**src/hw/rtl/dfp_pkg.sv**
```systemverilog
`default_nettype none

package dfp_pkg;

    // field text limits
    localparam int MAX_FRACTION_DIGITS = 5;
    localparam int INT_W   = 32;
    localparam int FRAC_W  = $clog2(10 ** MAX_FRACTION_DIGITS);
    localparam int COUNT_W = 3;
    localparam int CHAR_W  = 8;

    // queue depths
    localparam int FIELD_QUEUE_DEPTH  = 2;
    localparam int RESULT_QUEUE_DEPTH = 2;

    // character codes
    localparam logic [CHAR_W-1:0] CH_NUL   = 8'h00;
    localparam logic [CHAR_W-1:0] CH_CR    = 8'h0D;
    localparam logic [CHAR_W-1:0] CH_SPACE = 8'h20;
    localparam logic [CHAR_W-1:0] CH_STAR  = 8'h2A;
    localparam logic [CHAR_W-1:0] CH_COMMA = 8'h2C;
    localparam logic [CHAR_W-1:0] CH_MINUS = 8'h2D;
    localparam logic [CHAR_W-1:0] CH_POINT = 8'h2E;
    localparam logic [CHAR_W-1:0] CH_ZERO  = 8'h30;
    localparam logic [CHAR_W-1:0] CH_NINE  = 8'h39;

    // one finished field handed from front to back
    typedef struct packed {
        logic [INT_W-1:0]   int_part;
        logic [FRAC_W-1:0]  frac_part;
        logic [COUNT_W-1:0] count;
        logic               negative;
        logic               illegal;
    } field_t;

    // one result transaction
    typedef struct packed {
        logic signed [INT_W-1:0] value;
        logic [COUNT_W-1:0]      decimals;
        logic                    bad_char;
    } result_t;

    // ten to the given power, low word
    function automatic logic [INT_W-1:0] pow10(input logic [COUNT_W-1:0] n);
        logic [INT_W-1:0] p;
        p = INT_W'(1);
        for (int k = 0; k < MAX_FRACTION_DIGITS; k++)
        begin
            if (COUNT_W'(k) < n)
            begin
                p = (p << 3) + (p << 1);
            end
        end
        return p;
    endfunction

endpackage

`default_nettype wire

```
**src/hw/rtl/decimal_field_to_fixed_point.sv**
```systemverilog
`default_nettype none

// channel   handshake        payload
// input     push / full      character[7:0]
// result    empty / pop      value[31:0] signed, decimals[2:0], bad_char
//
// one character per cycle is taken unless full; the front updates its accumulators
// a terminator leaves a field in a two-entry queue; the back scales it with one
// 32x32 multiply, adds the fraction, applies the sign: the field passes through the
// scale and sum registers into a result queue, whose oldest entry is on the ports
// full is high while the field queue holds two fields, even if the back can take one
// reset is asynchronous, active low, and empties every queue at once

module decimal_field_to_fixed_point (
    input  wire logic                          clk,
    input  wire logic                          rst_n,
    input  wire logic                          push,
    output logic                               full,
    input  wire logic [7:0]                    character,
    output logic                               empty,
    input  wire logic                          pop,
    output logic signed [31:0]                 value,
    output logic [2:0]                         decimals,
    output logic                               bad_char
);

    logic               accept;
    logic               field_push;
    dfp_pkg::field_t    field_data;
    logic               q_valid;
    logic               q_pop;
    dfp_pkg::field_t    q_data;

    // input transaction
    assign accept = push && !full;

    dfp_front u_front (
        .clk        (clk),
        .rst_n      (rst_n),
        .accept     (accept),
        .character  (character),
        .field_push (field_push),
        .field_data (field_data)
    );

    dfp_queue u_queue (
        .clk      (clk),
        .rst_n    (rst_n),
        .wr_en    (field_push),
        .wr_data  (field_data),
        .full     (full),
        .rd_valid (q_valid),
        .rd_en    (q_pop),
        .rd_data  (q_data)
    );

    dfp_back u_back (
        .clk      (clk),
        .rst_n    (rst_n),
        .in_valid (q_valid),
        .in_data  (q_data),
        .in_ready (q_pop),
        .empty    (empty),
        .pop      (pop),
        .value    (value),
        .decimals (decimals),
        .bad_char (bad_char)
    );

endmodule

`default_nettype wire

```
**src/hw/rtl/dfp_front.sv**
```systemverilog
`default_nettype none

module dfp_front (
    input  wire logic                         clk,
    input  wire logic                         rst_n,
    input  wire logic                         accept,
    input  wire logic [dfp_pkg::CHAR_W-1:0]   character,
    output logic                              field_push,
    output dfp_pkg::field_t                   field_data
);

    logic [dfp_pkg::INT_W-1:0]   int_reg, int_next;
    logic [dfp_pkg::FRAC_W-1:0]  frac_reg, frac_next;
    logic [dfp_pkg::COUNT_W-1:0] count_reg, count_next;
    logic                        point_reg, point_next;
    logic                        neg_reg, neg_next;
    logic                        illegal_reg, illegal_next;

    logic                        is_term;
    logic                        is_digit;
    logic [3:0]                  digit;

    // classify the incoming character
    always_comb
    begin
        is_term  = character inside {dfp_pkg::CH_COMMA, dfp_pkg::CH_STAR,
                                     dfp_pkg::CH_SPACE, dfp_pkg::CH_CR,
                                     dfp_pkg::CH_NUL};
        is_digit = character inside {[dfp_pkg::CH_ZERO:dfp_pkg::CH_NINE]};
        digit    = 4'(character - dfp_pkg::CH_ZERO);
    end

    // accumulator update
    always_comb
    begin
        int_next     = int_reg;
        frac_next    = frac_reg;
        count_next   = count_reg;
        point_next   = point_reg;
        neg_next     = neg_reg;
        illegal_next = illegal_reg;
        if (accept)
        begin
            if (is_term)
            begin
                int_next     = '0;
                frac_next    = '0;
                count_next   = '0;
                point_next   = 1'b0;
                neg_next     = 1'b0;
                illegal_next = 1'b0;
            end
            else if (!illegal_reg)
            begin
                if (character == dfp_pkg::CH_MINUS)
                begin
                    neg_next = 1'b1;
                end
                else if (character == dfp_pkg::CH_POINT)
                begin
                    if (point_reg)
                        illegal_next = 1'b1;
                    else
                        point_next = 1'b1;
                end
                else if (is_digit)
                begin
                    if (!point_reg)
                    begin
                        int_next = (int_reg << 3) + (int_reg << 1)
                                   + dfp_pkg::INT_W'(digit);
                    end
                    else if (count_reg < dfp_pkg::COUNT_W'(dfp_pkg::MAX_FRACTION_DIGITS))
                    begin
                        frac_next  = (frac_reg << 3) + (frac_reg << 1)
                                     + dfp_pkg::FRAC_W'(digit);
                        count_next = count_reg + dfp_pkg::COUNT_W'(1);
                    end
                end
                else
                begin
                    illegal_next = 1'b1;
                end
            end
        end
    end

    // hand the finished field to the queue, zeroed when illegal
    always_comb
    begin
        field_push = accept && is_term;
        field_data = '0;
        if (illegal_reg)
        begin
            field_data.illegal = 1'b1;
        end
        else
        begin
            field_data.int_part  = int_reg;
            field_data.frac_part = frac_reg;
            field_data.count     = count_reg;
            field_data.negative  = neg_reg;
        end
    end

    // state registers
    always_ff @(posedge clk or negedge rst_n)
    begin
        if (!rst_n)
        begin
            int_reg     <= '0;
            frac_reg    <= '0;
            count_reg   <= '0;
            point_reg   <= 1'b0;
            neg_reg     <= 1'b0;
            illegal_reg <= 1'b0;
        end
        else
        begin
            int_reg     <= int_next;
            frac_reg    <= frac_next;
            count_reg   <= count_next;
            point_reg   <= point_next;
            neg_reg     <= neg_next;
            illegal_reg <= illegal_next;
        end
    end

endmodule

`default_nettype wire

```
**src/hw/rtl/dfp_queue.sv**
```systemverilog
`default_nettype none

module dfp_queue (
    input  wire logic            clk,
    input  wire logic            rst_n,
    input  wire logic            wr_en,
    input  wire dfp_pkg::field_t wr_data,
    output logic                 full,
    output logic                 rd_valid,
    input  wire logic            rd_en,
    output dfp_pkg::field_t      rd_data
);

    localparam int DEPTH = dfp_pkg::FIELD_QUEUE_DEPTH;
    localparam int PTR_W = (DEPTH > 1) ? $clog2(DEPTH) : 1;
    localparam int CNT_W = $clog2(DEPTH + 1);

    dfp_pkg::field_t    entry_reg [DEPTH];
    logic [PTR_W-1:0]   wr_ptr_reg, wr_ptr_next;
    logic [PTR_W-1:0]   rd_ptr_reg, rd_ptr_next;
    logic [CNT_W-1:0]   cnt_reg, cnt_next;
    logic               do_wr, do_rd;

    // status and head
    always_comb
    begin
        full     = (cnt_reg == CNT_W'(DEPTH));
        rd_valid = (cnt_reg != '0);
        rd_data  = entry_reg[rd_ptr_reg];
        do_wr    = wr_en && !full;
        do_rd    = rd_en && rd_valid;
    end

    // pointer and fill count
    always_comb
    begin
        wr_ptr_next = wr_ptr_reg;
        rd_ptr_next = rd_ptr_reg;
        if (do_wr)
            wr_ptr_next = (wr_ptr_reg == PTR_W'(DEPTH - 1)) ? '0 : wr_ptr_reg + 1'b1;
        if (do_rd)
            rd_ptr_next = (rd_ptr_reg == PTR_W'(DEPTH - 1)) ? '0 : rd_ptr_reg + 1'b1;
        cnt_next = cnt_reg + CNT_W'(do_wr) - CNT_W'(do_rd);
    end

    always_ff @(posedge clk or negedge rst_n)
    begin
        if (!rst_n)
        begin
            wr_ptr_reg <= '0;
            rd_ptr_reg <= '0;
            cnt_reg    <= '0;
        end
        else
        begin
            wr_ptr_reg <= wr_ptr_next;
            rd_ptr_reg <= rd_ptr_next;
            cnt_reg    <= cnt_next;
        end
    end

    // entry storage
    always_ff @(posedge clk)
    begin
        if (do_wr)
            entry_reg[wr_ptr_reg] <= wr_data;
    end

endmodule

`default_nettype wire

```
**src/hw/rtl/dfp_back.sv**
```systemverilog
`default_nettype none

module dfp_back (
    input  wire logic                          clk,
    input  wire logic                          rst_n,
    input  wire logic                          in_valid,
    input  wire dfp_pkg::field_t               in_data,
    output logic                               in_ready,
    output logic                               empty,
    input  wire logic                          pop,
    output logic signed [dfp_pkg::INT_W-1:0]   value,
    output logic [dfp_pkg::COUNT_W-1:0]        decimals,
    output logic                               bad_char
);

    localparam int DEPTH = dfp_pkg::RESULT_QUEUE_DEPTH;
    localparam int PTR_W = (DEPTH > 1) ? $clog2(DEPTH) : 1;
    localparam int CNT_W = $clog2(DEPTH + 1);

    // scale stage
    logic                          s1_valid_reg;
    logic [dfp_pkg::INT_W-1:0]     s1_prod_reg;
    logic [dfp_pkg::FRAC_W-1:0]    s1_frac_reg;
    logic [dfp_pkg::COUNT_W-1:0]   s1_count_reg;
    logic                          s1_neg_reg;
    logic                          s1_illegal_reg;

    // sum stage
    logic                          s2_valid_reg;
    logic [dfp_pkg::INT_W-1:0]     s2_sum_reg;
    logic [dfp_pkg::COUNT_W-1:0]   s2_count_reg;
    logic                          s2_neg_reg;
    logic                          s2_illegal_reg;

    // result queue
    dfp_pkg::result_t              oq_reg [DEPTH];
    logic [PTR_W-1:0]              oq_wr_ptr_reg, oq_rd_ptr_reg;
    logic [CNT_W-1:0]              oq_cnt_reg;

    logic                          oq_full;
    logic                          s1_ready, s2_ready, s1_load, s2_load, oq_wr, oq_rd;
    logic [dfp_pkg::INT_W-1:0]     product;
    dfp_pkg::result_t              result;

    // elastic stage control
    always_comb
    begin
        oq_full  = (oq_cnt_reg == CNT_W'(DEPTH));
        oq_wr    = s2_valid_reg && !oq_full;
        s2_ready = !s2_valid_reg || !oq_full;
        s1_ready = !s1_valid_reg || s2_ready;
        in_ready = s1_ready;
        s1_load  = in_valid && s1_ready;
        s2_load  = s1_valid_reg && s2_ready;
        empty    = (oq_cnt_reg == '0);
        oq_rd    = pop && !empty;
    end

    // integer part times ten to the fraction count, low word
    always_comb
    begin
        product = in_data.int_part * dfp_pkg::pow10(in_data.count);
    end

    // sign applied on the way into the result queue
    always_comb
    begin
        result.value    = s2_neg_reg ? (dfp_pkg::INT_W'(0) - s2_sum_reg) : s2_sum_reg;
        result.decimals = s2_count_reg;
        result.bad_char = s2_illegal_reg;
    end

    // stage valid bits and queue control
    always_ff @(posedge clk or negedge rst_n)
    begin
        if (!rst_n)
        begin
            s1_valid_reg  <= 1'b0;
            s2_valid_reg  <= 1'b0;
            oq_wr_ptr_reg <= '0;
            oq_rd_ptr_reg <= '0;
            oq_cnt_reg    <= '0;
        end
        else
        begin
            if (s1_ready)
                s1_valid_reg <= in_valid;
            if (s2_ready)
                s2_valid_reg <= s1_valid_reg;
            if (oq_wr)
                oq_wr_ptr_reg <= (oq_wr_ptr_reg == PTR_W'(DEPTH - 1)) ? '0
                                 : oq_wr_ptr_reg + 1'b1;
            if (oq_rd)
                oq_rd_ptr_reg <= (oq_rd_ptr_reg == PTR_W'(DEPTH - 1)) ? '0
                                 : oq_rd_ptr_reg + 1'b1;
            oq_cnt_reg <= oq_cnt_reg + CNT_W'(oq_wr) - CNT_W'(oq_rd);
        end
    end

    // stage payload
    always_ff @(posedge clk)
    begin
        if (s1_load)
        begin
            s1_prod_reg    <= product;
            s1_frac_reg    <= in_data.frac_part;
            s1_count_reg   <= in_data.count;
            s1_neg_reg     <= in_data.negative;
            s1_illegal_reg <= in_data.illegal;
        end
        if (s2_load)
        begin
            s2_sum_reg     <= s1_prod_reg + dfp_pkg::INT_W'(s1_frac_reg);
            s2_count_reg   <= s1_count_reg;
            s2_neg_reg     <= s1_neg_reg;
            s2_illegal_reg <= s1_illegal_reg;
        end
        if (oq_wr)
            oq_reg[oq_wr_ptr_reg] <= result;
    end

    // oldest result on the ports
    always_comb
    begin
        value    = oq_reg[oq_rd_ptr_reg].value;
        decimals = oq_reg[oq_rd_ptr_reg].decimals;
        bad_char = oq_reg[oq_rd_ptr_reg].bad_char;
    end

endmodule

`default_nettype wire
```
**config.mk**
```make
export PLATFORM = sky130hd
export DESIGN_NAME = decimal_field_to_fixed_point
export DESIGN_NICKNAME = d
export VERILOG_FILES = /design/src/hw/rtl/dfp_pkg.sv /design/src/hw/rtl/decimal_field_to_fixed_point.sv /design/src/hw/rtl/dfp_front.sv /design/src/hw/rtl/dfp_queue.sv /design/src/hw/rtl/dfp_back.sv
export SDC_FILE = /design/constraint.sdc
export NUM_CORES = 1
export LEC_CHECK = 0
export BUFFER_PORTS_ARGS = -buffer_cell sky130_fd_sc_hd__buf_2
export CELL_PAD_IN_SITES_DETAIL_PLACEMENT = 2
export CELL_PAD_IN_SITES_GLOBAL_PLACEMENT = 2
export CORE_MARGIN = 2
export CORE_UTILIZATION = 45
export CTS_CLUSTER_DIAMETER = 30
export DETAILED_ROUTE_END_ITERATION = 7
export PLACE_DENSITY_LB_ADDON = 0.1
export SLEW_MARGIN = 20
export SYNTH_ARGS = -nofsm -noshare
export SYNTH_HDL_FRONTEND = slang
export SYNTH_SLANG_ARGS = --single-unit
```
**constraint.sdc**
```tcl
create_clock -name clk -period 31.1 [get_ports clk]
set_clock_uncertainty 0.15 [all_clocks]
set_input_delay 6.22 -clock clk [delete_from_list [all_inputs] [get_ports clk]]
set_output_delay 6.22 -clock clk [all_outputs]
set_load 0.01 [all_outputs]
```
==> flow_summary.html, run 1 <==
<table>
<tr><th>Metric</th><th>Value</th></tr>
<tr><th colspan="2">Pwr</th></tr>
<tr><td>Proportion of power drawn by the clock network</td><td>20.6%</td></tr>
<tr><td>Combinational fraction of design power</td><td>58.0%</td></tr>
<tr><td>Static leakage</td><td>15.8 nW</td></tr>
<tr><td>Internal Pwr Total</td><td>0.00221 W</td></tr>
<tr><td>Reg power frac</td><td>21.3%</td></tr>
<tr><td>Switching share of power</td><td>45.9%</td></tr>
<tr><td>Largest voltage drop on the vdd net</td><td>69.4 µV</td></tr>
<tr><td>Net Switching</td><td>0.00187 W</td></tr>
<tr><td>Pwr per Cell Area</td><td>119 nW/µm²</td></tr>
<tr><th colspan="2">CTS</th></tr>
<tr><td>Clock root cell</td><td>clkbuf_16</td></tr>
<tr><td>H-Tree Depth</td><td>3</td></tr>
<tr><td>Clock sink total</td><td>336</td></tr>
<tr><td>Clock buffer count from CTS</td><td>82</td></tr>
<tr><td>Worst skew pair latency</td><td>0.64 ns</td></tr>
<tr><td>CTS tree</td><td>done</td></tr>
<tr><td>Hold-fix buffers, CTS</td><td>0</td></tr>
<tr><td>Clock-pin slew on the worst setup and hold paths</td><td>0.06 ns</td></tr>
<tr><td>Number of gates resized after CTS</td><td>0</td></tr>
<tr><td>Clock buffer depth</td><td>3</td></tr>
<tr><td>Post-CTS setup buffer count</td><td>0</td></tr>
<tr><th colspan="2">Synthesis</th></tr>
<tr><td>Post-Synthesis Cell Area</td><td>30,100 µm²</td></tr>
<tr><td>Flip-flop and latch count after synthesis</td><td>336</td></tr>
<tr><td>Synthesized area per cell</td><td>10.6 µm²</td></tr>
<tr><td>Dominant synthesized flop cell</td><td>edfxtp_1</td></tr>
<tr><td>Distinct cell type count of the synthesized netlist</td><td>70</td></tr>
<tr><td>Number of standard cells after synthesis</td><td>2,849</td></tr>
<tr><td>Synthesis warning total</td><td>0</td></tr>
<tr><td>Share of synthesized flip-flops with an asynchronous set or reset</td><td>19.3%</td></tr>
<tr><td>Count of flip-flops with a built-in enable after synthesis</td><td>271</td></tr>
<tr><td>Sequential-to-total area share from yosys stat</td><td>32.4%</td></tr>
<tr><th colspan="2">Critical path</th></tr>
<tr><td>Crit path max-delay cell type</td><td>dfrtp_4</td></tr>
<tr><td>Critical path's largest stage delay</td><td>0.78 ns</td></tr>
<tr><td>Startpoint types</td><td>flip-flop</td></tr>
<tr><td>Maximum fanout encountered on the critical timing path</td><td>56</td></tr>
<tr><td>Worst-case register-to-register setup slack</td><td>18.78 ns</td></tr>
<tr><td>Start of the worst register-to-register path</td><td>u_queue.rd_ptr_reg</td></tr>
<tr><td>CP dominant cell by count</td><td>fa_1</td></tr>
<tr><td>Class of the most critical setup path</td><td>reg2reg</td></tr>
<tr><td>Worst EP arrival</td><td>12.51 ns</td></tr>
<tr><td>Worst reg2reg endpoint</td><td>u_back.s1_prod_reg[31]</td></tr>
<tr><td>Worst r2r path cells</td><td>41</td></tr>
<tr><td>Kind of capture point of the worst setup path</td><td>flip-flop</td></tr>
<tr><td>CP Data Required Time</td><td>31.29 ns</td></tr>
<tr><th colspan="2">Route</th></tr>
<tr><td>Pre-Repair DR Iteration Count</td><td>5</td></tr>
<tr><td>DRC violation count after routing</td><td>0</td></tr>
<tr><td>Count of routing violations after the opening detailed-route iteration</td><td>1,341</td></tr>
<tr><td>Vias</td><td>22,300</td></tr>
<tr><td>Total Routed Length</td><td>108 mm</td></tr>
<tr><td>Final antenna-violating net count</td><td>0</td></tr>
<tr><td>Detailed-route wire length per cell</td><td>27.7 µm</td></tr>
<tr><td>Detailed-route vias per instance</td><td>5.72</td></tr>
<tr><th colspan="2">Timing</th></tr>
<tr><td>Final count of pins violating max slew</td><td>0</td></tr>
<tr><td>Setup violation total in the final timing report</td><td>0</td></tr>
<tr><td>Actual transition at the worst max-transition pin</td><td>1.09 ns</td></tr>
<tr><td>Setup tns final</td><td>0 ns</td></tr>
<tr><td>Crit share post-route</td><td>39.6%</td></tr>
<tr><td>Max frequency</td><td>81.2 MHz</td></tr>
<tr><td>Minimum setup slack in the final design</td><td>18.78 ns</td></tr>
<tr><td>Min cycle time layout</td><td>12.32 ns</td></tr>
<tr><td>Rel. slew slack</td><td>27.4%</td></tr>
<tr><td>Setup repair after global routing missed its margin</td><td>false</td></tr>
<tr><td>Hold violation total from the final report</td><td>0</td></tr>
<tr><th colspan="2">Placed design</th></tr>
<tr><td>GPL Wtd Cong</td><td>0.871</td></tr>
<tr><td>Quantity of I/O buffers inserted on ports</td><td>49</td></tr>
<tr><td>Half-perimeter wire length after detailed placement</td><td>77.0 mm</td></tr>
<tr><td>Worst setup slack before clock tree synthesis</td><td>19.03 ns</td></tr>
<tr><th colspan="2">Min path</th></tr>
<tr><td>Min-delay worst type</td><td>reg2reg</td></tr>
<tr><td>Worst hold path depth</td><td>0</td></tr>
<tr><td>Startpoint of the worst hold path</td><td>u_back.s1_count_reg[2]</td></tr>
<tr><td>Hold Crit Endpoint</td><td>u_back.s2_count_reg[2]</td></tr>
<tr><th colspan="2">GRT</th></tr>
<tr><td>Via count of the first global-routing pass</td><td>26,800</td></tr>
<tr><td>Global router's overall resource usage</td><td>31.8%</td></tr>
<tr><td>Total gr overflow</td><td>0</td></tr>
<tr><td>Wire length of the first global-routing pass</td><td>167 mm</td></tr>
<tr><td>Pin count of the biggest net entering global routing</td><td>66</td></tr>
<tr><td>Antenna violations before repair</td><td>3</td></tr>
<tr><th colspan="2">Floorplanning</th></tr>
<tr><td>Core area</td><td>66,000 µm²</td></tr>
<tr><td>Die area</td><td>69,000 µm²</td></tr>
<tr><td>Standard-cell rows</td><td>94</td></tr>
<tr><td>Starting density of the core</td><td>45.6%</td></tr>
<tr><td>Ports placed on the boundary</td><td>50</td></tr>
<tr><td>Die height</td><td>263 µm</td></tr>
<tr><td>Horizontal die dimension</td><td>263 µm</td></tr>
<tr><th colspan="2">Final layout</th></tr>
<tr><td>Net count of the finished layout</td><td>3,576</td></tr>
<tr><td>Share of cells above drive strength 1</td><td>10.7%</td></tr>
<tr><td>Area growth from synthesis to layout</td><td>13.9%</td></tr>
<tr><td>Max FFs per register</td><td>108</td></tr>
<tr><td>Number of inserted diodes</td><td>0</td></tr>
<tr><th colspan="2">Run</th></tr>
<tr><td>Max-cap check violation count</td><td>0</td></tr>
<tr><th colspan="2">Run status</th></tr>
<tr><td>Status</td><td>finished, final reports clean</td></tr>
</table>
## cell type report
class / count / area (µm²)
fill: 6553 / 31700
multi-input combinational: 2012 / 18500
sequential: 336 / 9770
clock buffer: 96 / 2160
inverter: 455 / 1710
tap: 864 / 1080
timing repair buffer: 82 / 526
clock inverter: 54 / 524
## worst max-delay path: cells and delay by family (launching register included)
family / cells / cell delay [ns]
and+or+nand+nor: 8 / 1.28
adders and majority gates: 11 / 4.78
DFF: 1 / 0.78
xor gates and xnor gates: 1 / 0.10
AOI/OAI and AO/OA: 11 / 2.72
buffers and inverters: 10 / 2.17
## power groups by stage
stage / clock [W] / sequential (W) / combinational (W)
finish: 0.000842 / 0.000870 / 0.00237
global route: 0.000872 / 0.000879 / 0.00257
CTS: 0.000853 / 0.000870 / 0.00236
detailed placement: 0 / 0.000867 / 0.00224
global placement: 0 / 0.000851 / 0.00203
floorplan: 0 / 0.000812 / 0.00155
## Yosys cell counts, drive strengths merged (34+ instances only)
| cell type | n | area, µm² |
|---|---|---|
| fa | 346 | 6930 |
| edfxtp | 271 | 8140 |
| nand2 | 332 | 1250 |
| xor2 | 34 | 298 |
| a21oi | 89 | 445 |
| mux2 | 86 | 968 |
| nand3 | 59 | 295 |
| ha | 249 | 3120 |
| nor2b | 69 | 432 |
| clkbuf | 62 | 233 |
| nor2 | 186 | 698 |
| xnor2 | 116 | 1020 |
| nor3 | 38 | 190 |
| inv | 452 | 1700 |
| o21ai | 95 | 483 |
| dfrtp | 65 | 1630 |
## placed cells by master, fill, tap and decap left out, types with 86 or more instances in the layout
cell type	n
mux2_2	86
xnor2_1	116
a21oi_1	86
nand2_1	332
edfxtp_1	271
fa_1	346
ha_1	249
nor2_1	182
inv_1	452
o21ai_0	88
## how the worst max path moves through the flow
stage                             startpoint                 endpoint  depth (start not counted)
after floorplan                 character[5]  u_queue.entry_reg[0][0]                          8
after global placement    u_queue.rd_ptr_reg   u_back.s1_prod_reg[31]                         41
after detailed placement  u_queue.rd_ptr_reg   u_back.s1_prod_reg[31]                         41
after CTS                 u_queue.rd_ptr_reg   u_back.s1_prod_reg[31]                         41
after global routing      u_queue.rd_ptr_reg   u_back.s1_prod_reg[31]                         41
final                     u_queue.rd_ptr_reg   u_back.s1_prod_reg[31]                         41
## metal layers
layer | track usage [%] | share of wire, % | routed length (µm) | vias to the layer above
met5 | 0 | 0 | 0 | -
met4 | 11.5 | 3.5 | 3820 | 0
met3 | 4.23 | 4.0 | 4310 | 222
met2 | 59.8 | 53 | 57600 | 614
met1 | 36.7 | 39 | 42200 | 11800
li1 | - | - | - | 9625
## stage by stage
stage               instances  hold WS [ns]  total power (W)  util, %  instance area, µm²
global route             3899         0.310          0.00432     52.0               34300
detailed placement       3748         0.269          0.00311     47.9               31600
finish                   3899         0.298          0.00408     52.0               34300
global placement         3746         0.256          0.00288     47.8               31600
CTS                      3898         0.299          0.00409     52.0               34300
floorplan                2879         0.250          0.00236        -               30200
## kinds of logic (layout without fill, tap and decap cells)
kind of cell,count (synthesis),count (layout),share of synthesized area [%]
multiplexers,118,118,4.28
buffers and inverters,531,687,6.63
other,2,32,0.0249
AO/OA/AOI/OAI,339,339,7.13
AND/OR/NAND/NOR,776,776,11.6
flip-flops,336,336,32.4
XOR/XNOR,152,152,4.51
adder cells (fa/ha/maj),595,595,33.4
Note: power is estimated with default switching activity, not from simulation.
==> run 2, diff against run 1 <==
--- a/config.mk
+++ b/config.mk
@@ -5,11 +5,12 @@
 export SDC_FILE = /design/constraint.sdc
 export NUM_CORES = 1
 export LEC_CHECK = 0
+export ABC_AREA = 1
 export BUFFER_PORTS_ARGS = -buffer_cell sky130_fd_sc_hd__buf_2
 export CELL_PAD_IN_SITES_DETAIL_PLACEMENT = 2
 export CELL_PAD_IN_SITES_GLOBAL_PLACEMENT = 2
 export CORE_MARGIN = 2
-export CORE_UTILIZATION = 45
+export CORE_UTILIZATION = 38
 export CTS_CLUSTER_DIAMETER = 30
 export DETAILED_ROUTE_END_ITERATION = 7
 export PLACE_DENSITY_LB_ADDON = 0.1
==> constraint.sdc (replaced) <==
create_clock -name clk -period 10.4 [get_ports clk]
set_clock_uncertainty 0.15 [all_clocks]
set_input_delay 2.08 -clock clk [delete_from_list [all_inputs] [get_ports clk]]
set_output_delay 2.08 -clock clk [all_outputs]
set_load 0.01 [all_outputs]
==> run 2 against run 1 <==
  * Sequential cell count did not move
  * Sequential share of layout area is 0.83 points lower
  * Routed wire length shrank 4.9%
  * Maximum frequency increased by 25%
  * Critical path depth fell by 4
  * Highest routed layer unchanged
==> flow_summary.html, run 2 <==
<table>
<tr><th>Metric</th><th>Value</th></tr>
<tr><th colspan="2">Route</th></tr>
<tr><td>Detailed-route wire length per cell</td><td>22.4 µm</td></tr>
<tr><td>DRC violation count after routing</td><td>0</td></tr>
<tr><td>Vias</td><td>23,100</td></tr>
<tr><td>Final antenna-violating net count</td><td>0</td></tr>
<tr><td>Count of routing violations after the opening detailed-route iteration</td><td>1,046</td></tr>
<tr><td>Detailed-route vias per instance</td><td>5.05</td></tr>
<tr><td>Pre-Repair DR Iteration Count</td><td>6</td></tr>
<tr><td>Total Routed Length</td><td>103 mm</td></tr>
<tr><th colspan="2">Synthesis</th></tr>
<tr><td>Number of standard cells after synthesis</td><td>3,289</td></tr>
<tr><td>Dominant synthesized flop cell</td><td>edfxtp_1</td></tr>
<tr><td>Most common cell in the netlist</td><td>nand2_1</td></tr>
<tr><td>Synthesized area per cell</td><td>9.18 µm²</td></tr>
<tr><td>Flip-flop and latch count after synthesis</td><td>336</td></tr>
<tr><td>Count of flip-flops with a built-in enable after synthesis</td><td>271</td></tr>
<tr><td>Commonest cells in the netlist</td><td>nand2_1 (720), inv_1 (677), fa_1 (346)</td></tr>
<tr><td>Distinct cell type count of the synthesized netlist</td><td>50</td></tr>
<tr><td>Top cell type by total area after synthesis</td><td>edfxtp_1</td></tr>
<tr><td>Post-Synthesis Cell Area</td><td>30,200 µm²</td></tr>
<tr><td>Main area contributors after synthesis</td><td>edfxtp_1 (27%), fa_1 (23%), ha_1 (10%)</td></tr>
<tr><td>Sequential-to-total area share from yosys stat</td><td>32.3%</td></tr>
<tr><td>Proportion of netlist area held by the largest area contributor</td><td>26.9%</td></tr>
<tr><td>Share of synthesized flip-flops with an asynchronous set or reset</td><td>19.3%</td></tr>
<tr><td>Synthesis warning total</td><td>0</td></tr>
<tr><th colspan="2">Timing</th></tr>
<tr><td>Setup violation total in the final timing report</td><td>0</td></tr>
<tr><td>Crit share post-route</td><td>94.7%</td></tr>
<tr><td>Final count of pins violating max slew</td><td>0</td></tr>
<tr><td>Hold WS</td><td>0.272 ns</td></tr>
<tr><td>Actual transition at the worst max-transition pin</td><td>1.14 ns</td></tr>
<tr><td>Max frequency</td><td>102 MHz</td></tr>
<tr><td>Hold violation total from the final report</td><td>0</td></tr>
<tr><td>Setup repair after global routing missed its margin</td><td>false</td></tr>
<tr><td>Min cycle time layout</td><td>9.85 ns</td></tr>
<tr><td>Setup tns final</td><td>0 ns</td></tr>
<tr><td>Minimum setup slack in the final design</td><td>0.550 ns</td></tr>
<tr><td>Rel. slew slack</td><td>23.4%</td></tr>
<tr><th colspan="2">Critical path</th></tr>
<tr><td>Crit path max-delay cell type</td><td>fa_1</td></tr>
<tr><td>Class of the most critical setup path</td><td>reg2reg</td></tr>
<tr><td>CP Data Required Time</td><td>10.61 ns</td></tr>
<tr><td>Worst reg2reg endpoint</td><td>u_back.s1_prod_reg[30]</td></tr>
<tr><td>Worst-case register-to-register setup slack</td><td>0.55 ns</td></tr>
<tr><td>Worst r2r path cells</td><td>37</td></tr>
<tr><td>Worst setup startpoint</td><td>u_queue.rd_ptr_reg</td></tr>
<tr><td>CP dominant cell by count</td><td>fa_1</td></tr>
<tr><td>Maximum fanout encountered on the critical timing path</td><td>15</td></tr>
<tr><td>Startpoint types</td><td>flip-flop</td></tr>
<tr><td>Critical path's largest stage delay</td><td>0.58 ns</td></tr>
<tr><td>Kind of capture point of the worst setup path</td><td>flip-flop</td></tr>
<tr><td>Worst EP arrival</td><td>10.06 ns</td></tr>
<tr><td>Start of the worst register-to-register path</td><td>u_queue.rd_ptr_reg</td></tr>
<tr><td>Capture point of the worst path</td><td>u_back.s1_prod_reg[30]</td></tr>
<tr><th colspan="2">Floorplanning</th></tr>
<tr><td>Starting density of the core</td><td>38.3%</td></tr>
<tr><td>Standard-cell rows</td><td>103</td></tr>
<tr><td>Horizontal die dimension</td><td>286 µm</td></tr>
<tr><td>Core area</td><td>78,900 µm²</td></tr>
<tr><td>Die height</td><td>286 µm</td></tr>
<tr><td>Ports placed on the boundary</td><td>50</td></tr>
<tr><td>Die area</td><td>81,800 µm²</td></tr>
<tr><th colspan="2">Final layout</th></tr>
<tr><td>Max FFs per register</td><td>108</td></tr>
<tr><td>Net count of the finished layout</td><td>4,049</td></tr>
<tr><td>Area growth from synthesis to layout</td><td>17.0%</td></tr>
<tr><td>Post-Layout Cell Count</td><td>4,573</td></tr>
<tr><td>Commonest non-fill, non-tap cell in the layout</td><td>nand2_1</td></tr>
<tr><td>Commonest cells after routing, fill and taps aside</td><td>nand2_1 (720), inv_1 (675), fa_1 (346)</td></tr>
<tr><td>Share of cells above drive strength 1</td><td>8.83%</td></tr>
<tr><th colspan="2">CTS</th></tr>
<tr><td>Clock root cell</td><td>clkbuf_16</td></tr>
<tr><td>CTS tree</td><td>done</td></tr>
<tr><td>Hold-fix buffers, CTS</td><td>0</td></tr>
<tr><td>Clock sink total</td><td>336</td></tr>
<tr><td>Worst skew pair latency</td><td>0.66 ns</td></tr>
<tr><td>Clock-pin slew on the worst setup and hold paths</td><td>0.05 ns</td></tr>
<tr><td>Post-CTS setup buffer count</td><td>0</td></tr>
<tr><td>Clock buffer count from CTS</td><td>92</td></tr>
<tr><td>H-Tree Depth</td><td>3</td></tr>
<tr><td>Number of gates resized after CTS</td><td>0</td></tr>
<tr><td>Clock buffer depth</td><td>3</td></tr>
<tr><th colspan="2">GRT</th></tr>
<tr><td>Total gr overflow</td><td>0</td></tr>
<tr><td>Via count of the first global-routing pass</td><td>27,400</td></tr>
<tr><td>Global router's overall resource usage</td><td>25.6%</td></tr>
<tr><td>Antenna violations before repair</td><td>2</td></tr>
<tr><td>Wire length of the first global-routing pass</td><td>160 mm</td></tr>
<tr><td>Pin count of the biggest net entering global routing</td><td>66</td></tr>
<tr><th colspan="2">Run</th></tr>
<tr><td>Max-cap check violation count</td><td>0</td></tr>
<tr><th colspan="2">Min path</th></tr>
<tr><td>Min-delay worst type</td><td>reg2reg</td></tr>
<tr><td>Startpoint of the worst hold path</td><td>u_back.s1_count_reg[0]</td></tr>
<tr><th colspan="2">Placed design</th></tr>
<tr><td>Quantity of I/O buffers inserted on ports</td><td>49</td></tr>
<tr><td>Placed Cells</td><td>4,398</td></tr>
<tr><td>Worst setup slack before clock tree synthesis</td><td>0.569 ns</td></tr>
<tr><td>GPL Wtd Cong</td><td>0.887</td></tr>
<tr><td>Half-perimeter wire length after detailed placement</td><td>78.4 mm</td></tr>
<tr><th colspan="2">Run status</th></tr>
<tr><td>Status</td><td>finished, final reports clean</td></tr>
</table>
run 2: metrics by stage:
| step | instance area [µm²] | util (%) |
|---|---|---|
| after global routing | 35300 | 44.8 |
| after floorplan | 30300 | - |
| after detailed placement | 32000 | 40.5 |
| after CTS | 35300 | 44.8 |
| after global placement | 32000 | 40.5 |
| final | 35300 | 44.8 |
run 2: kinds of logic (layout without fill, tap and decap cells):
family / count (synthesis) / after routing / share of synthesized area (%)
simple gates: 1172 / 1172 / 15.7
buf+inv: 761 / 963 / 9.65
fa+ha+maj: 593 / 593 / 33.2
flops: 336 / 336 / 32.3
compound gates: 306 / 306 / 5.70
xor+xnor: 119 / 119 / 3.45
other cells: 2 / 34 / 0.0249
run 2: metal layers:
layer  vias to the layer above  global-route usage [%]  routed length, µm
li1                      10600                       -                  -
met4                         0                    9.11               3530
met1                     12000                    31.6              43200
met3                       176                    3.41               3460
met2                       432                    45.8              52400
met5                         -                       0                  0
run 2: area by class of cell:
class | count | area (µm²)
Fill cell | 8531 | 43500
Multi-Input combinational cell | 2222 | 17700
Sequential cell | 336 | 9770
Inverter | 690 | 2590
Clock buffer | 112 | 2410
Tap cell | 1050 | 1310
Clock inverter | 59 | 915
Timing Repair Buffer | 102 | 668
Antenna cell | 2 | 5.00
run 2: critical path, delay by kind of cell (launching register included):
family	cells	cell delay (ns)
simple gates	10	1.46
flops	1	0.49
fa+ha+maj	11	4.89
xor+xnor	1	0.09
compound gates	8	1.43
buf+inv	7	1.03
run 2: worst min-delay path by stage:
stage	endpoint	slack, ns	cells after the start
3_3_place_gp	u_back.s2_illegal_reg	0.26	0
3_5_place_dp	u_back.s2_illegal_reg	0.26	0
5_1_grt	u_back.s2_illegal_reg	0.29	0
6_report	u_back.s2_count_reg[0]	0.27	0
2_1_floorplan	u_back.s2_count_reg[0]	0.25	0
4_1_cts	u_back.s2_count_reg[0]	0.27	0
Power of run 2 is not shown: default switching activity piles up to over one toggle a cycle in this logic, so the estimate is an artifact.
==> run 3, diff against run 2 <==
--- a/config.mk
+++ b/config.mk
@@ -5,12 +5,11 @@
 export SDC_FILE = /design/constraint.sdc
 export NUM_CORES = 1
 export LEC_CHECK = 0
-export ABC_AREA = 1
 export BUFFER_PORTS_ARGS = -buffer_cell sky130_fd_sc_hd__buf_2
 export CELL_PAD_IN_SITES_DETAIL_PLACEMENT = 2
 export CELL_PAD_IN_SITES_GLOBAL_PLACEMENT = 2
 export CORE_MARGIN = 2
-export CORE_UTILIZATION = 38
+export CORE_UTILIZATION = 40
 export CTS_CLUSTER_DIAMETER = 30
 export DETAILED_ROUTE_END_ITERATION = 7
 export PLACE_DENSITY_LB_ADDON = 0.1
==> run 3 against run 2 <==
  * Non-clock buffer count unchanged
  * Global-route usage fell by 0.37 points
  * Cell area decreased by 0.95%
  * Die area down 5.2%
  * First-iteration DRC count down 25%
  * Critical path depth rose by 2
  * Largest cell class unchanged
==> flow_summary.html, run 3 (same netlist as run 1, synthesis figures left out) <==
<table>
<tr><th>Metric</th><th>Value</th></tr>
<tr><th colspan="2">GRT</th></tr>
<tr><td>Antenna violations before repair</td><td>4</td></tr>
<tr><td>Via count of the first global-routing pass</td><td>25,400</td></tr>
<tr><td>Total gr overflow</td><td>0</td></tr>
<tr><td>Global router's overall resource usage</td><td>25.3%</td></tr>
<tr><td>Met3 Track Usage GR</td><td>3.94%</td></tr>
<tr><td>Global-route layer with the greatest usage</td><td>met2</td></tr>
<tr><td>Pin count of the biggest net entering global routing</td><td>66</td></tr>
<tr><td>Wire length of the first global-routing pass</td><td>150 mm</td></tr>
<tr><td>Fraction of met1 tracks used by global routing</td><td>30.4%</td></tr>
<tr><td>Met2 track demand over resource in global routing</td><td>46.1%</td></tr>
<tr><th colspan="2">Timing</th></tr>
<tr><td>Actual transition at the worst max-transition pin</td><td>1.04 ns</td></tr>
<tr><td>Setup violation total in the final timing report</td><td>0</td></tr>
<tr><td>Max frequency</td><td>99.1 MHz</td></tr>
<tr><td>Min cycle time layout</td><td>10.09 ns</td></tr>
<tr><td>Final count of pins violating max slew</td><td>0</td></tr>
<tr><td>Hold WS</td><td>0.272 ns</td></tr>
<tr><td>Crit share post-route</td><td>97.0%</td></tr>
<tr><td>Hold violation total from the final report</td><td>0</td></tr>
<tr><td>Rel. slew slack</td><td>30.8%</td></tr>
<tr><td>Setup tns final</td><td>0 ns</td></tr>
<tr><th colspan="2">Critical path</th></tr>
<tr><td>CP dominant cell by count</td><td>fa_1</td></tr>
<tr><td>Maximum fanout encountered on the critical timing path</td><td>11</td></tr>
<tr><td>Crit path max-delay cell type</td><td>fa_1</td></tr>
<tr><td>CP Data Required Time</td><td>10.58 ns</td></tr>
<tr><td>Class of the most critical setup path</td><td>reg2reg</td></tr>
<tr><td>Worst EP arrival</td><td>10.27 ns</td></tr>
<tr><td>Kind of capture point of the worst setup path</td><td>flip-flop</td></tr>
<tr><td>Startpoint types</td><td>flip-flop</td></tr>
<tr><td>Critical path's largest stage delay</td><td>0.52 ns</td></tr>
<tr><td>Worst setup startpoint</td><td>u_queue.rd_ptr_reg</td></tr>
<tr><td>Start of the worst register-to-register path</td><td>u_queue.rd_ptr_reg</td></tr>
<tr><th colspan="2">Pwr</th></tr>
<tr><td>Static leakage</td><td>16.1 nW</td></tr>
<tr><td>Pwr per Cell Area</td><td>344 nW/µm²</td></tr>
<tr><td>Largest voltage drop on the vdd net</td><td>226 µV</td></tr>
<tr><th colspan="2">Run status</th></tr>
<tr><td>Status</td><td>finished, final reports clean</td></tr>
<tr><th colspan="2">Min path</th></tr>
<tr><td>Startpoint of the worst hold path</td><td>u_back.s1_count_reg[2]</td></tr>
<tr><td>Min-delay worst type</td><td>reg2reg</td></tr>
<tr><th colspan="2">Final layout</th></tr>
<tr><td>Count of filler cells inserted in the layout</td><td>7,611</td></tr>
<tr><td>Number of inserted diodes</td><td>0</td></tr>
<tr><td>Share of cells above drive strength 1</td><td>12.0%</td></tr>
<tr><td>Commonest cells after routing, fill and taps aside</td><td>inv_1 (452), fa_1 (346), nand2_1 (332)</td></tr>
<tr><td>Finished layout cell area</td><td>35,000 µm²</td></tr>
<tr><td>Area growth from synthesis to layout</td><td>16.3%</td></tr>
<tr><td>Net count of the finished layout</td><td>3,603</td></tr>
<tr><td>Area used by multi-input combinational logic</td><td>18,600 µm²</td></tr>
<tr><td>Commonest non-fill, non-tap cell in the layout</td><td>inv_1</td></tr>
<tr><td>Max FFs per register</td><td>108</td></tr>
<tr><td>Sequential cell area</td><td>9770 µm²</td></tr>
<tr><th colspan="2">CTS</th></tr>
<tr><td>CTS tree</td><td>done</td></tr>
<tr><td>Clock-pin slew on the worst setup and hold paths</td><td>0.05 ns</td></tr>
<tr><td>Clock buffer count from CTS</td><td>89</td></tr>
<tr><td>Hold-fix buffers, CTS</td><td>0</td></tr>
<tr><td>Clock buffer depth</td><td>3</td></tr>
<tr><td>Clock root cell</td><td>clkbuf_16</td></tr>
<tr><td>H-Tree Depth</td><td>3</td></tr>
<tr><td>Worst skew pair latency</td><td>0.65 ns</td></tr>
<tr><td>Clock sink total</td><td>336</td></tr>
<tr><th colspan="2">Route</th></tr>
<tr><td>Pre-Repair DR Iteration Count</td><td>5</td></tr>
<tr><td>Count of routing violations after the opening detailed-route iteration</td><td>784</td></tr>
<tr><td>Vias</td><td>21,400</td></tr>
<tr><td>Final antenna-violating net count</td><td>0</td></tr>
<tr><td>DRC violation count after routing</td><td>0</td></tr>
<tr><td>Detailed-route wire length per cell</td><td>23.7 µm</td></tr>
<tr><td>Total Routed Length</td><td>95.6 mm</td></tr>
<tr><td>Detailed-route vias per instance</td><td>5.30</td></tr>
<tr><th colspan="2">Placed design</th></tr>
<tr><td>Quantity of I/O buffers inserted on ports</td><td>49</td></tr>
<tr><td>GPL Wtd Cong</td><td>0.851</td></tr>
<tr><td>Cell area after placement</td><td>31,800 µm²</td></tr>
<tr><td>Half-perimeter wire length after detailed placement</td><td>74.1 mm</td></tr>
<tr><th colspan="2">Floorplanning</th></tr>
<tr><td>Starting density of the core</td><td>40.4%</td></tr>
<tr><td>Die area</td><td>77,500 µm²</td></tr>
<tr><td>Ports placed on the boundary</td><td>50</td></tr>
<tr><td>Horizontal die dimension</td><td>278 µm</td></tr>
<tr><td>Die height</td><td>278 µm</td></tr>
<tr><td>Standard-cell rows</td><td>100</td></tr>
<tr><td>Core area</td><td>74,400 µm²</td></tr>
<tr><th colspan="2">Run</th></tr>
<tr><td>Max-cap check violation count</td><td>0</td></tr>
</table>
==> run 3: per-stage QoR <==
stage	utilization, %	cells	total power [W]	worst slack, ns
global route	47.0	4040	0.0130	-0.0620
global placement	42.8	3868	0.00870	0.432
finish	47.0	4040	0.0120	0.311
floorplan	-	2879	0.00707	0.0157
CTS	46.9	4034	0.0122	0.0562
detailed placement	42.8	3868	0.00923	0.111
==> run 3: layer usage <==
metal	up-vias	share of wire [%]
li1	9685	-
met3	176	3.6
met5	-	0.028
met2	367	52
met1	11200	41
met4	4	2.9
==> run 3: critical path: cells and delay by family, from the launching register on <==
kind / cells / cell delay (ns)
flip-flops: 1 / 0.51
AO/OA/AOI/OAI: 9 / 2.19
AND/OR/NAND/NOR: 9 / 1.28
buffers and inverters: 9 / 0.81
XOR/XNOR: 1 / 0.12
adder cells (fa/ha/maj): 11 / 4.73
==> run 3: what timing repair did <==
action,in CTS,in global routing
pin swaps,0,1
setup buffers,0,4
gates resized for setup,2,6
hold endpoints to repair,0,0
setup endpoints to repair,1,6
==> run 3: report_power, final <==
group,internal (W),switching [W]
combinational,0.00266,0.00405
sequential,0.00226,0.000267
clock,0.00186,0.000931
==> run 3: cell type report <==
class	instances	area share, %
Sequential cell	336	27.9
Inverter	455	4.88
Clock inverter	63	2.17
Clock buffer	103	6.63
Tap cell	969	3.46
Timing Repair Buffer	102	1.92
Multi-Input combinational cell	2012	53.0
==> run 3: path summary, 6_finish.rpt <==
check / cells past startpoint / slack, ns / endpoint
setup reg to reg: 39 / 0.31 / u_back.s1_prod_reg[31]
min in group asynchronous: 1 / 1.44 / u_front.frac_reg[5]
setup / recovery: 39 / 0.31 / u_back.s1_prod_reg[31]
hold reg to reg: 0 / 0.27 / u_back.s2_count_reg[2]
max in group asynchronous: 1 / 7.92 / u_queue.rd_ptr_reg
hold / removal: 0 / 0.27 / u_back.s2_count_reg[2]
